--- src/rtl/hhc_pkg.sv ---
// ----------------------------------------------------------------------------
// hhc_pkg
// Types and constants shared by the humidifier hysteresis controller files.
// ----------------------------------------------------------------------------
package hhc_pkg;

    localparam int ADDR_W = 5;
    localparam int DATA_W = 32;
    localparam int TIME_W = 32;
    localparam int HUM_W  = 10;
    localparam int TANK_W = 12;
    localparam int MODE_W = 3;

    // Register indexes, byte address divided by four.
    localparam logic [2:0] REG_HUM_ON   = 3'd0;
    localparam logic [2:0] REG_HUM_OFF  = 3'd1;
    localparam logic [2:0] REG_TANK_LOW = 3'd2;
    localparam logic [2:0] REG_CONFIRM  = 3'd3;
    localparam logic [2:0] REG_MIN_ON   = 3'd4;
    localparam logic [2:0] REG_MIN_OFF  = 3'd5;

    localparam logic [HUM_W-1:0]  HUM_ON_RST   = 10'd600;
    localparam logic [HUM_W-1:0]  HUM_OFF_RST  = 10'd750;
    localparam logic [TANK_W-1:0] TANK_LOW_RST = 12'd200;
    localparam logic [TIME_W-1:0] CONFIRM_RST  = 32'd5000;
    localparam logic [TIME_W-1:0] MIN_ON_RST   = 32'd30000;
    localparam logic [TIME_W-1:0] MIN_OFF_RST  = 32'd60000;

    // Mode codes as seen on the result.
    localparam logic [MODE_W-1:0] MODE_IDLE     = 3'd0;
    localparam logic [MODE_W-1:0] MODE_WAITING  = 3'd1;
    localparam logic [MODE_W-1:0] MODE_RUNNING  = 3'd2;
    localparam logic [MODE_W-1:0] MODE_COOLDOWN = 3'd3;
    localparam logic [MODE_W-1:0] MODE_FAULT    = 3'd4;

    typedef enum logic [4:0] {
        ST_IDLE     = 5'b00001,
        ST_WAITING  = 5'b00010,
        ST_RUNNING  = 5'b00100,
        ST_COOLDOWN = 5'b01000,
        ST_FAULT    = 5'b10000
    } state_t;

    typedef struct packed {
        logic [HUM_W-1:0]  humidity_on_level;
        logic [HUM_W-1:0]  humidity_off_level;
        logic [TANK_W-1:0] tank_low_level;
        logic [TIME_W-1:0] confirm_time_ms;
        logic [TIME_W-1:0] min_on_time_ms;
        logic [TIME_W-1:0] min_off_time_ms;
    } cfg_t;

    typedef struct packed {
        logic [TIME_W-1:0] now_ms;
        logic [HUM_W-1:0]  humidity;
        logic              sensor_error;
        logic [TANK_W-1:0] tank_level;
    } item_t;

    typedef struct packed {
        logic              humidifier_on;
        logic [MODE_W-1:0] mode;
    } result_t;

endpackage

--- src/rtl/hhc_regs.sv ---
// ----------------------------------------------------------------------------
// hhc_regs
// Configuration register bank behind the APB-style port.
// ----------------------------------------------------------------------------
module hhc_regs
(
    input  logic                       clk,
    input  logic                       rst_n,
    input  logic                       psel,
    input  logic                       penable,
    input  logic                       pwrite,
    input  logic [hhc_pkg::ADDR_W-1:0] paddr,
    input  logic [hhc_pkg::DATA_W-1:0] pwdata,
    output logic [hhc_pkg::DATA_W-1:0] prdata,
    output logic                       pready,
    output hhc_pkg::cfg_t              cfg
);

    hhc_pkg::cfg_t cfg_reg;
    logic          wr_en;
    logic [2:0]    reg_idx;

    assign pready  = 1'b1;
    assign wr_en   = psel && penable && pwrite && pready;
    assign reg_idx = paddr[4:2];
    assign cfg     = cfg_reg;

    always_ff @(posedge clk or negedge rst_n)
    begin
        if (!rst_n)
        begin
            cfg_reg.humidity_on_level  <= hhc_pkg::HUM_ON_RST;
            cfg_reg.humidity_off_level <= hhc_pkg::HUM_OFF_RST;
            cfg_reg.tank_low_level     <= hhc_pkg::TANK_LOW_RST;
            cfg_reg.confirm_time_ms    <= hhc_pkg::CONFIRM_RST;
            cfg_reg.min_on_time_ms     <= hhc_pkg::MIN_ON_RST;
            cfg_reg.min_off_time_ms    <= hhc_pkg::MIN_OFF_RST;
        end
        else if (wr_en)
        begin
            unique case (reg_idx)
                hhc_pkg::REG_HUM_ON:   cfg_reg.humidity_on_level  <= pwdata[hhc_pkg::HUM_W-1:0];
                hhc_pkg::REG_HUM_OFF:  cfg_reg.humidity_off_level <= pwdata[hhc_pkg::HUM_W-1:0];
                hhc_pkg::REG_TANK_LOW: cfg_reg.tank_low_level     <= pwdata[hhc_pkg::TANK_W-1:0];
                hhc_pkg::REG_CONFIRM:  cfg_reg.confirm_time_ms    <= pwdata;
                hhc_pkg::REG_MIN_ON:   cfg_reg.min_on_time_ms     <= pwdata;
                hhc_pkg::REG_MIN_OFF:  cfg_reg.min_off_time_ms    <= pwdata;
                default: ;
            endcase
        end
    end

    always_comb
    begin
        unique case (reg_idx)
            hhc_pkg::REG_HUM_ON:   prdata = {22'd0, cfg_reg.humidity_on_level};
            hhc_pkg::REG_HUM_OFF:  prdata = {22'd0, cfg_reg.humidity_off_level};
            hhc_pkg::REG_TANK_LOW: prdata = {20'd0, cfg_reg.tank_low_level};
            hhc_pkg::REG_CONFIRM:  prdata = cfg_reg.confirm_time_ms;
            hhc_pkg::REG_MIN_ON:   prdata = cfg_reg.min_on_time_ms;
            hhc_pkg::REG_MIN_OFF:  prdata = cfg_reg.min_off_time_ms;
            default:               prdata = '0;
        endcase
    end

endmodule

--- src/rtl/hhc_fsm.sv ---
// ----------------------------------------------------------------------------
// hhc_fsm
// Controller state machine: evaluates one item per step and updates the
// mode, the timing marks and the relay level.
// ----------------------------------------------------------------------------
module hhc_fsm
(
    input  logic             clk,
    input  logic             rst_n,
    input  logic             step,
    input  hhc_pkg::item_t   item,
    input  hhc_pkg::cfg_t    cfg,
    output hhc_pkg::result_t result
);

    hhc_pkg::state_t                state_reg, state_next;
    logic [hhc_pkg::TIME_W-1:0]     phase_reg, phase_next;
    logic [hhc_pkg::TIME_W-1:0]     run_reg, run_next;
    logic                           relay_reg, relay_next;
    logic [hhc_pkg::TIME_W-1:0]     phase_elapsed;
    logic [hhc_pkg::TIME_W-1:0]     run_elapsed;
    logic                           tank_low;
    logic                           fault;

    assign tank_low      = item.tank_level <= cfg.tank_low_level;
    assign fault         = item.sensor_error || tank_low;
    // Wrapping differences; a backwards step in time reads as a long wait.
    assign phase_elapsed = item.now_ms - phase_reg;
    assign run_elapsed   = item.now_ms - run_reg;

    always_comb
    begin
        state_next = state_reg;
        phase_next = phase_reg;
        run_next   = run_reg;
        relay_next = relay_reg;
        unique case (state_reg)
            hhc_pkg::ST_WAITING:
            begin
                if (fault)
                    state_next = hhc_pkg::ST_FAULT;
                else if (item.humidity > cfg.humidity_on_level)
                    state_next = hhc_pkg::ST_IDLE;
                else if (phase_elapsed >= cfg.confirm_time_ms)
                begin
                    relay_next = 1'b1;
                    run_next   = item.now_ms;
                    state_next = hhc_pkg::ST_RUNNING;
                end
            end
            hhc_pkg::ST_RUNNING:
            begin
                if (fault)
                begin
                    relay_next = 1'b0;
                    state_next = hhc_pkg::ST_FAULT;
                end
                else if (run_elapsed >= cfg.min_on_time_ms &&
                         item.humidity >= cfg.humidity_off_level)
                begin
                    relay_next = 1'b0;
                    phase_next = item.now_ms;
                    state_next = hhc_pkg::ST_COOLDOWN;
                end
            end
            hhc_pkg::ST_COOLDOWN:
            begin
                // Cooldown ignores faults; only the minimum off time ends it.
                if (phase_elapsed >= cfg.min_off_time_ms)
                    state_next = hhc_pkg::ST_IDLE;
            end
            hhc_pkg::ST_FAULT:
            begin
                relay_next = 1'b0;
                if (!fault)
                    state_next = hhc_pkg::ST_IDLE;
            end
            default:
            begin
                relay_next = 1'b0;
                state_next = hhc_pkg::ST_IDLE;
                if (!fault && item.humidity <= cfg.humidity_on_level)
                begin
                    phase_next = item.now_ms;
                    state_next = hhc_pkg::ST_WAITING;
                end
            end
        endcase
    end

    always_comb
    begin
        result.humidifier_on = relay_next;
        unique case (state_next)
            hhc_pkg::ST_WAITING:  result.mode = hhc_pkg::MODE_WAITING;
            hhc_pkg::ST_RUNNING:  result.mode = hhc_pkg::MODE_RUNNING;
            hhc_pkg::ST_COOLDOWN: result.mode = hhc_pkg::MODE_COOLDOWN;
            hhc_pkg::ST_FAULT:    result.mode = hhc_pkg::MODE_FAULT;
            default:              result.mode = hhc_pkg::MODE_IDLE;
        endcase
    end

    always_ff @(posedge clk or negedge rst_n)
    begin
        if (!rst_n)
        begin
            state_reg <= hhc_pkg::ST_IDLE;
            phase_reg <= '0;
            run_reg   <= '0;
            relay_reg <= 1'b0;
        end
        else if (step)
        begin
            state_reg <= state_next;
            phase_reg <= phase_next;
            run_reg   <= run_next;
            relay_reg <= relay_next;
        end
    end

    // The relay is only ever driven while running.
    a_relay_only_running: assert property (@(posedge clk) disable iff (!rst_n)
        relay_reg |-> state_reg == hhc_pkg::ST_RUNNING)
        else $error("relay on outside running");

    // Cooldown can only hold or return to idle.
    a_cooldown_exit: assert property (@(posedge clk) disable iff (!rst_n)
        step && state_reg == hhc_pkg::ST_COOLDOWN |=>
        state_reg == hhc_pkg::ST_COOLDOWN || state_reg == hhc_pkg::ST_IDLE)
        else $error("illegal exit from cooldown");

    // Running is only entered from waiting, with a fresh run start mark.
    a_run_entry: assert property (@(posedge clk) disable iff (!rst_n)
        step && state_reg != hhc_pkg::ST_RUNNING && state_next == hhc_pkg::ST_RUNNING |=>
        $past(state_reg) == hhc_pkg::ST_WAITING && run_reg == $past(item.now_ms))
        else $error("bad entry into running");

endmodule

--- src/rtl/humidifier_hysteresis_controller_core.sv ---
// ----------------------------------------------------------------------------
// humidifier_hysteresis_controller_core
// An item is held in the input register until the result register is free; the state
// update then loads the result register with its result.
// Throughput: one item per cycle while the result port is not held back; the state machine updates in a single pass.
// Reset: asynchronous, active low; mode idle, relay off, configuration registers
// at their default values.
// ----------------------------------------------------------------------------
module humidifier_hysteresis_controller_core
(
    input  logic                       clk,
    input  logic                       rst_n,
    // APB-style configuration port
    input  logic                       psel,
    input  logic                       penable,
    input  logic                       pwrite,
    input  logic [hhc_pkg::ADDR_W-1:0] paddr,
    input  logic [hhc_pkg::DATA_W-1:0] pwdata,
    output logic [hhc_pkg::DATA_W-1:0] prdata,
    output logic                       pready,
    // Input items
    input  logic                       s_axis_tvalid,
    output logic                       s_axis_tready,
    input  logic [55:0]                s_axis_tdata,  // now_ms[31:0], humidity[41:32],
                                                      // tank_level[53:42], zero fill
    input  logic                       s_axis_tuser,  // sensor_error
    // Result items
    output logic                       m_axis_tvalid,
    input  logic                       m_axis_tready,
    output logic [7:0]                 m_axis_tdata   // humidifier_on[0], mode[3:1],
                                                      // zero fill
);

    hhc_pkg::cfg_t    cfg;
    hhc_pkg::item_t   in_item_reg;
    logic             in_valid_reg;
    hhc_pkg::result_t result;
    hhc_pkg::result_t out_reg;
    logic             out_valid_reg;
    logic             step;
    logic             in_accept;

    hhc_regs u_regs
    (
        .clk     (clk),
        .rst_n   (rst_n),
        .psel    (psel),
        .penable (penable),
        .pwrite  (pwrite),
        .paddr   (paddr),
        .pwdata  (pwdata),
        .prdata  (prdata),
        .pready  (pready),
        .cfg     (cfg)
    );

    // The held item is evaluated once the result register is free.
    assign step          = in_valid_reg && (!out_valid_reg || m_axis_tready);
    assign s_axis_tready = !in_valid_reg || step;
    assign in_accept     = s_axis_tvalid && s_axis_tready;

    always_ff @(posedge clk or negedge rst_n)
    begin
        if (!rst_n)
        begin
            in_valid_reg  <= 1'b0;
            out_valid_reg <= 1'b0;
        end
        else
        begin
            if (in_accept)
                in_valid_reg <= 1'b1;
            else if (step)
                in_valid_reg <= 1'b0;

            if (step)
                out_valid_reg <= 1'b1;
            else if (m_axis_tready)
                out_valid_reg <= 1'b0;
        end
    end

    always_ff @(posedge clk)
    begin
        if (in_accept)
        begin
            in_item_reg.now_ms       <= s_axis_tdata[31:0];
            in_item_reg.humidity     <= s_axis_tdata[41:32];
            in_item_reg.tank_level   <= s_axis_tdata[53:42];
            in_item_reg.sensor_error <= s_axis_tuser;
        end
        if (step)
            out_reg <= result;
    end

    hhc_fsm u_fsm
    (
        .clk    (clk),
        .rst_n  (rst_n),
        .step   (step),
        .item   (in_item_reg),
        .cfg    (cfg),
        .result (result)
    );

    assign m_axis_tvalid = out_valid_reg;
    assign m_axis_tdata  = {4'd0, out_reg.mode, out_reg.humidifier_on};

endmodule
--- config.mk ---
export PLATFORM = sky130hd
export DESIGN_NAME = humidifier_hysteresis_controller_core
export DESIGN_NICKNAME = d
export VERILOG_FILES = /design/src/rtl/hhc_pkg.sv /design/src/rtl/hhc_regs.sv /design/src/rtl/hhc_fsm.sv /design/src/rtl/humidifier_hysteresis_controller_core.sv
export SDC_FILE = /design/constraint.sdc
export NUM_CORES = 1
export LEC_CHECK = 0
export BUFFER_PORTS_ARGS = -buffer_cell sky130_fd_sc_hd__buf_4
export CORE_ASPECT_RATIO = 0.75
export CORE_MARGIN = 10
export CORE_UTILIZATION = 26
export CTS_CLUSTER_SIZE = 8
export DETAILED_ROUTE_END_ITERATION = 12
export HOLD_SLACK_MARGIN = 0.06
export PLACE_DENSITY_LB_ADDON = 0.25
export SYNTH_ARGS = -nofsm -noshare
export SYNTH_HDL_FRONTEND = slang
export SYNTH_SLANG_ARGS = --single-unit
--- constraint.sdc ---
create_clock -name clk -period 4.3 [get_ports clk]
set_input_delay 0.43 -clock clk [delete_from_list [all_inputs] [get_ports clk]]
set_output_delay 0.43 -clock clk [all_outputs]
set_load 0.1 [all_outputs]
==> flow_summary.ini, run 1 <==
[run_status]
outcome = complete, but fails checks
violations = negative setup slack

[timing]
period_share_pct = 123
setup_ws_ns = -0.975
period_minus_slack_ns = 5.28
rsz0062_at_grt = yes
slew_viol_final = 0
relSlewSlack_pct = 37.8
setup_viol = 72
hold_viol_final = 0
worst_slew_pin_slew_ns = 0.933
fin_skew_ns = 0.0401
clock.fmax_mhz = 190

[synth]
synth_most_common_cell = inv_1
ys_seq_area_share_pct = 41.0
synth_area_leaders = dfrtp_1 (25%), ha_1 (14%), edfxtp_1 (11%)
synthesis.instances = 1716
synthArstFlopShare_pct = 77.2
yosysTopAreaCellShare_pct = 25.0
yosys-top-cells-count = inv_1 (210), ha_1 (190), nand2_1 (184)
ys_types = 65
netlist_area_mm2 = 0.0166
synth_seq_cells = 259
yosys_warnings = 0
synth_edf_count = 59
syn_avg_cell_area_um2 = 9.70
ys.flop_type = dfrtp_1
synth_top_cell_by_area = dfrtp_1

[route]
via_per_inst = 4.62
wl_mm = 55.2
wl_per_cell_um = 18.2
dr.pass1.iters = 5
drc = 0
drtAntennaViolNets = 0
drt_iter0_markers = 805
vias = 14000

[place]
post-place-ws_ns = -1.04
hpwl_mm = 42.4
io_buffers = 134
gp_congestion = 0.860
dp.cells = 2886

[floorplanning]
ios = 144
rows = 80
initial_core_util_pct = 26.2
die_w_um = 312
die_area_mm2 = 0.0747
core_area_mm2 = 0.0635
die_h_um = 239

[global_routing]
grt_pass1_vias = 14300
gr-total-overflow = 0
grt_pass1_wl_mm = 85.1
grt_max_degree = 100
track_usage_pct = 14.5
antenna_found_initial = 0

[job]
cap_violations = 0

[finish]
fin_cells = 3041
nFillCells = 6478
num-nets-final = 2442
drive_gt1_share_pct = 28.7
area_growth_pct = 36.6
diodes = 0
largest_reg_flops = 128

[clock_network]
cts_max_level = 2
cts_tree = done
insertion_delay_ns = 0.58
path_clk_slew_ns = 0.05
clockRootBuffer = clkbuf_16
clock_sinks = 259
clockBufferDepth = 3
cts_buffers = 39

[critical_path]
r2r-start = in_item_reg[23]$_DFFE_PP_
start_kind = flop
crit_slowest_cell = or4_4
regToRegSetupSlack_ns = -0.98
worstPathArrival_ns = 5.72
cp-end-kind = flop
path_max_fanout = 4
cp.required_ns = 4.75
crit_path_max_incr_delay_ns = 0.57
startpoint = in_item_reg[23]$_DFFE_PP_
path_class = flop to flop

[power]
p_leak_uw = 0.0105
irDropWorstVdd_mv = 0.290
power_density_mw_per_mm2 = 598
totalPowerFinal_uw = 13600

[hold_path]
min_from = s_axis_tdata[1]
hold_path.class = input pin to flop
through the flow:
| step | TNS (ns) | hold slack, ns | utilization [%] | instance area, µm² |
|---|---|---|---|---|
| global route | -78.64 | 0.0641 | 35.8 | 22700 |
| detailed placement | -70.74 | 0.483 | 32.1 | 20400 |
| CTS | -60.43 | 0.0607 | 35.4 | 22500 |
| global placement | -59.27 | 0.473 | 32.1 | 20400 |
| finish | -63.89 | 0.0750 | 35.8 | 22700 |
| floorplan | -16.28 | 0.134 | - | 16700 |
cell families (layout without fill, tap and decap cells):
group                      count (synthesis)  after routing  synth area share, %
other                                      2              5               0.0451
adders and majority gates                192            192                 14.5
DFF                                      259            259                 41.0
AOI/OAI and AO/OA                        441            441                 16.3
buffers and inverters                    265            726                 6.36
and+or+nand+nor                          372            372                 10.2
muxes                                    125            125                 8.48
xor gates and xnor gates                  60             60                 3.16
power breakdown:
part	switching (µW)	total [µW]	internal, µW
Sequential	293	3360	3060
Clock	1240	2970	1730
Combinational	3790	7270	3470
critical path: cells and delay by family (launching register included):
family                     cells  cell delay [ns]
DFF                            1             0.41
muxes                          1             0.32
buffers and inverters          6             0.63
AOI/OAI and AO/OA              9             1.49
adders and majority gates      3             0.77
and+or+nand+nor                6             1.37
xor gates and xnor gates       1             0.14
layer usage:
metal | share of wire [%] | vias to the layer above | GRT usage, %
met2 | 42 | 300 | 21.6
li1 | - | 6914 | -
met1 | 52 | 6748 | 21.1
met5 | 0 | - | 0
met4 | 2.1 | 0 | 3.79
met3 | 4.6 | 80 | 2.69
what timing repair did:
item                                    4_1_cts  5_1_grt
hold buffers                                 58        0
endpoints found under the hold margin       119        0
pin swaps                                    20       25
buffers inserted                             12       10
endpoints found under the setup margin       72       72
gates cloned                                  3        1
gates resized for setup                      42       39
placed cells by master (no fill, tap or decap), types with 5 or more instances in the layout:
cell / count
buf_4: 367
edfxtp_1: 59
o21ai_2: 5
o22a_1: 5
xnor2_1: 39
dfrtp_1: 166
nand2b_1: 17
xor2_1: 18
nor2b_1: 19
and3_1: 7
o21ai_1: 6
a211oi_1: 8
a21o_1: 52
mux2_2: 74
mux2i_1: 33
nand2_1: 183
inv_1: 208
a21oi_1: 82
dfstp_2: 34
nor3_1: 16
buf_6: 6
clkbuf_1: 28
mux2_4: 12
nor2_1: 53
buf_12: 9
ha_1: 184
o21ai_0: 170
nand3_1: 13
o211ai_1: 12
dlygate4sd3_1: 58
nand4_1: 24
conb_1: 5
a22oi_1: 9
o21a_1: 12
o22ai_1: 13
o21bai_1: 6
clkbuf_16: 40
final timing paths:
kind / endpoint / cells past startpoint
setup / recovery: u_fsm.phase_reg[28]$_DFFE_PN0P_ / 26
hold / removal: in_item_reg[24]$_DFFE_PP_ / 1
setup reg to reg: u_fsm.phase_reg[28]$_DFFE_PN0P_ / 26
hold reg to reg: m_axis_tvalid$_DFFE_PN0P_ / 1
max in group asynchronous: u_regs.cfg[42]$_DFFE_PN1P_ / 3
min in group asynchronous: u_regs.cfg[112]$_DFFE_PN0P_ / 2
area by class of cell:
class | count | area [µm²] | area share [%]
Tap cell | 861 | 1080 | 4.74
Clock inverter | 5 | 81.3 | 0.358
Timing Repair Buffer | 444 | 3680 | 16.2
Multi-Input combinational cell | 1195 | 9220 | 40.5
Clock buffer | 67 | 1080 | 4.75
Inverter | 210 | 788 | 3.47
Sequential cell | 259 | 6820 | 30.0
Power figures use the tool's default switching activity.
==> run 2, diff against run 1 <==
--- a/config.mk
+++ b/config.mk
@@ -6,6 +6,7 @@
 export NUM_CORES = 1
 export LEC_CHECK = 0
 export BUFFER_PORTS_ARGS = -buffer_cell sky130_fd_sc_hd__buf_4
+export CAP_MARGIN = 20
 export CORE_ASPECT_RATIO = 0.75
 export CORE_MARGIN = 10
 export CORE_UTILIZATION = 26
==> constraint.sdc (replaced) <==
create_clock -name clk -period 5.4 [get_ports clk]
set_input_delay 0.54 -clock clk [delete_from_list [all_inputs] [get_ports clk]]
set_output_delay 0.54 -clock clk [all_outputs]
set_load 0.1 [all_outputs]
==> flow_summary.ini, run 2 (synthesis results as in run 1) <==
[timing]
slew_viol_final = 0
fin_skew_ns = 0.0426
setup_ws_ns = 0.0454
rsz0062_at_grt = yes
setup_viol = 0
worst_slew_pin_slew_ns = 0.999
relSlewSlack_pct = 33.4
period_share_pct = 99.2
clock.fmax_mhz = 187
hold_viol_final = 0
period_minus_slack_ns = 5.35

[place]
io_buffers = 134
gp_congestion = 0.854
dp.cells = 2738
dpl_cell_area_mm2 = 0.0192
hpwl_mm = 40.3
post-place-ws_ns = -0.154

[hold_path]
whs_endpoint = in_item_reg[12]$_DFFE_PP_
hold_path.class = input pin to flop
holdPathStages = 1
min_from = s_axis_tuser

[clock_network]
clockRootBuffer = clkbuf_16
insertion_delay_ns = 0.59
cts_buffers = 39
cts_max_level = 2
path_clk_slew_ns = 0.05
cts_tree = done
clock_sinks = 259
clockBufferDepth = 3

[floorplanning]
ios = 144
die_w_um = 312
die_area_mm2 = 0.0747
core_area_mm2 = 0.0635
die_h_um = 239
rows = 80
initial_core_util_pct = 26.2

[route]
dr.pass1.iters = 5
drtAntennaViolNets = 0
drc = 0
via_per_inst = 4.69
wl_per_cell_um = 18.8
drt_iter0_markers = 816
wl_mm = 53.0
vias = 13300

[run_status]
outcome = finished clean

[critical_path]
cp-end-kind = flop
worstPathArrival_ns = 5.78
start_kind = flop
regToRegSetupSlack_ns = 0.05
r2r-end = u_fsm.run_reg[14]$_DFFE_PN0P_
cp.required_ns = 5.83
path_class = flop to flop
path_max_fanout = 8
reg2regPathDepth = 24
r2r-start = in_item_reg[23]$_DFFE_PP_

[power]
p_leak_uw = 0.00957
clockPowerShare_pct = 24.3
totalPowerFinal_uw = 10100
irDropWorstVdd_mv = 0.255
power_density_mw_per_mm2 = 482
p_int_uw = 6050
p_sw_uw = 4070
switching_share_pct = 40.2
pwr-share-seq_pct = 26.4
comb_power_share_pct = 49.3

[finish]
final_cell_area_mm2 = 0.0210
num-nets-final = 2232
nFillCells = 6517
fin_cells = 2828
diodes = 0
drive_gt1_share_pct = 23.5
largest_reg_flops = 128
regArea_mm2 = 0.00682
final_common_cell = buf_4
multiInputGateArea_mm2 = 0.00915
layout_common_cells = buf_4 (216), inv_1 (208), ha_1 (186), nand2_1 (184), o21ai_0 (173)
area_growth_pct = 26.0

[global_routing]
antenna_found_initial = 3
grt_pass1_wl_mm = 79.8
grt_max_degree = 109
track_usage_pct = 13.7
grt_pass1_vias = 13100
gr-total-overflow = 0

[job]
cap_violations = 0
[run 2: area by class of cell]
type | instances | share of cell area, %
flip-flops and latches | 259 | 32.5
clock inverters | 4 | 0.477
multi-input cells | 1195 | 43.6
well taps | 861 | 5.14
inverters | 210 | 3.76
clock buffers | 65 | 5.31
repair buffers | 234 | 9.19
[run 2: repair_timing]
| action | 4_1_cts | 5_1_grt |
|---|---|---|
| gates resized for setup | 12 | 76 |
| setup buffers | 3 | 16 |
| hold buffers | 1 | 0 |
| gates cloned | 1 | 3 |
| endpoints found under the setup margin | 39 | 70 |
| endpoints found under the hold margin | 2 | 0 |
| pin swaps | 6 | 42 |
[run 2: worst max path at each step]
stage / from / end / slack (ns)
6_report: in_item_reg[23]$_DFFE_PP_ / u_fsm.run_reg[14]$_DFFE_PN0P_ / 0.05
5_1_grt: in_item_reg[23]$_DFFE_PP_ / u_fsm.run_reg[14]$_DFFE_PN0P_ / -0.19
4_1_cts: in_item_reg[23]$_DFFE_PP_ / u_fsm.run_reg[14]$_DFFE_PN0P_ / 0.005
3_5_place_dp: in_item_reg[23]$_DFFE_PP_ / u_fsm.run_reg[5]$_DFFE_PN0P_ / -0.15
3_3_place_gp: in_item_reg[23]$_DFFE_PP_ / u_fsm.run_reg[12]$_DFFE_PN0P_ / -0.07
2_1_floorplan: in_item_reg[23]$_DFFE_PP_ / u_fsm.phase_reg[10]$_DFFE_PN0P_ / 0.68
[run 2: routing by layer]
layer  global-route usage, %  part of all wire, %  vias up
li1                        -                    -     6483
met1                    20.1                   52     6444
met2                    20.1                   41      266
met3                    2.94                  5.2       66
met4                    3.50                  2.0        4
met5                       0                0.043        -
[run 2: power groups by stage]
stage	registers [µW]	logic (µW)	clock network, µW
6_report	2670	4990	2450
5_1_grt	2720	5580	2610
4_1_cts	2670	4770	2540
3_5_place_dp	2700	4690	0
3_3_place_gp	2690	4590	0
2_1_floorplan	2640	3110	0
[run 2: stage by stage]
stage          setup TNS, ns  utilization, %  hold WS, ns
2_1_floorplan              0               -        0.244
3_3_place_gp           -2.09            30.2        0.471
3_5_place_dp           -4.48            30.2        0.481
4_1_cts                    0            32.3       0.0913
5_1_grt                -9.07            33.1        0.103
6_report                   0            33.1        0.127
[run 2: worst max-delay path, stage by stage (launching register included)]
cell       delay [ns]
edfxtp_1         0.41
inv_2            0.11
ha_4             0.16
inv_2            0.04
fa_2             0.34
a211oi_2         0.26
o211ai_1         0.13
o211ai_1         0.18
a21o_1           0.26
a31oi_4          0.12
or4_4            0.55
a31oi_4          0.25
o21ai_2          0.10
xor2_2           0.19
ha_1             0.30
nand4_1          0.13
nor2_4           0.19
o21ai_2          0.07
a21oi_2          0.24
a2111oi_4        0.10
o21ba_4          0.25
a21boi_4         0.18
nand2_4          0.15
buf_12           0.19
mux2_4           0.29
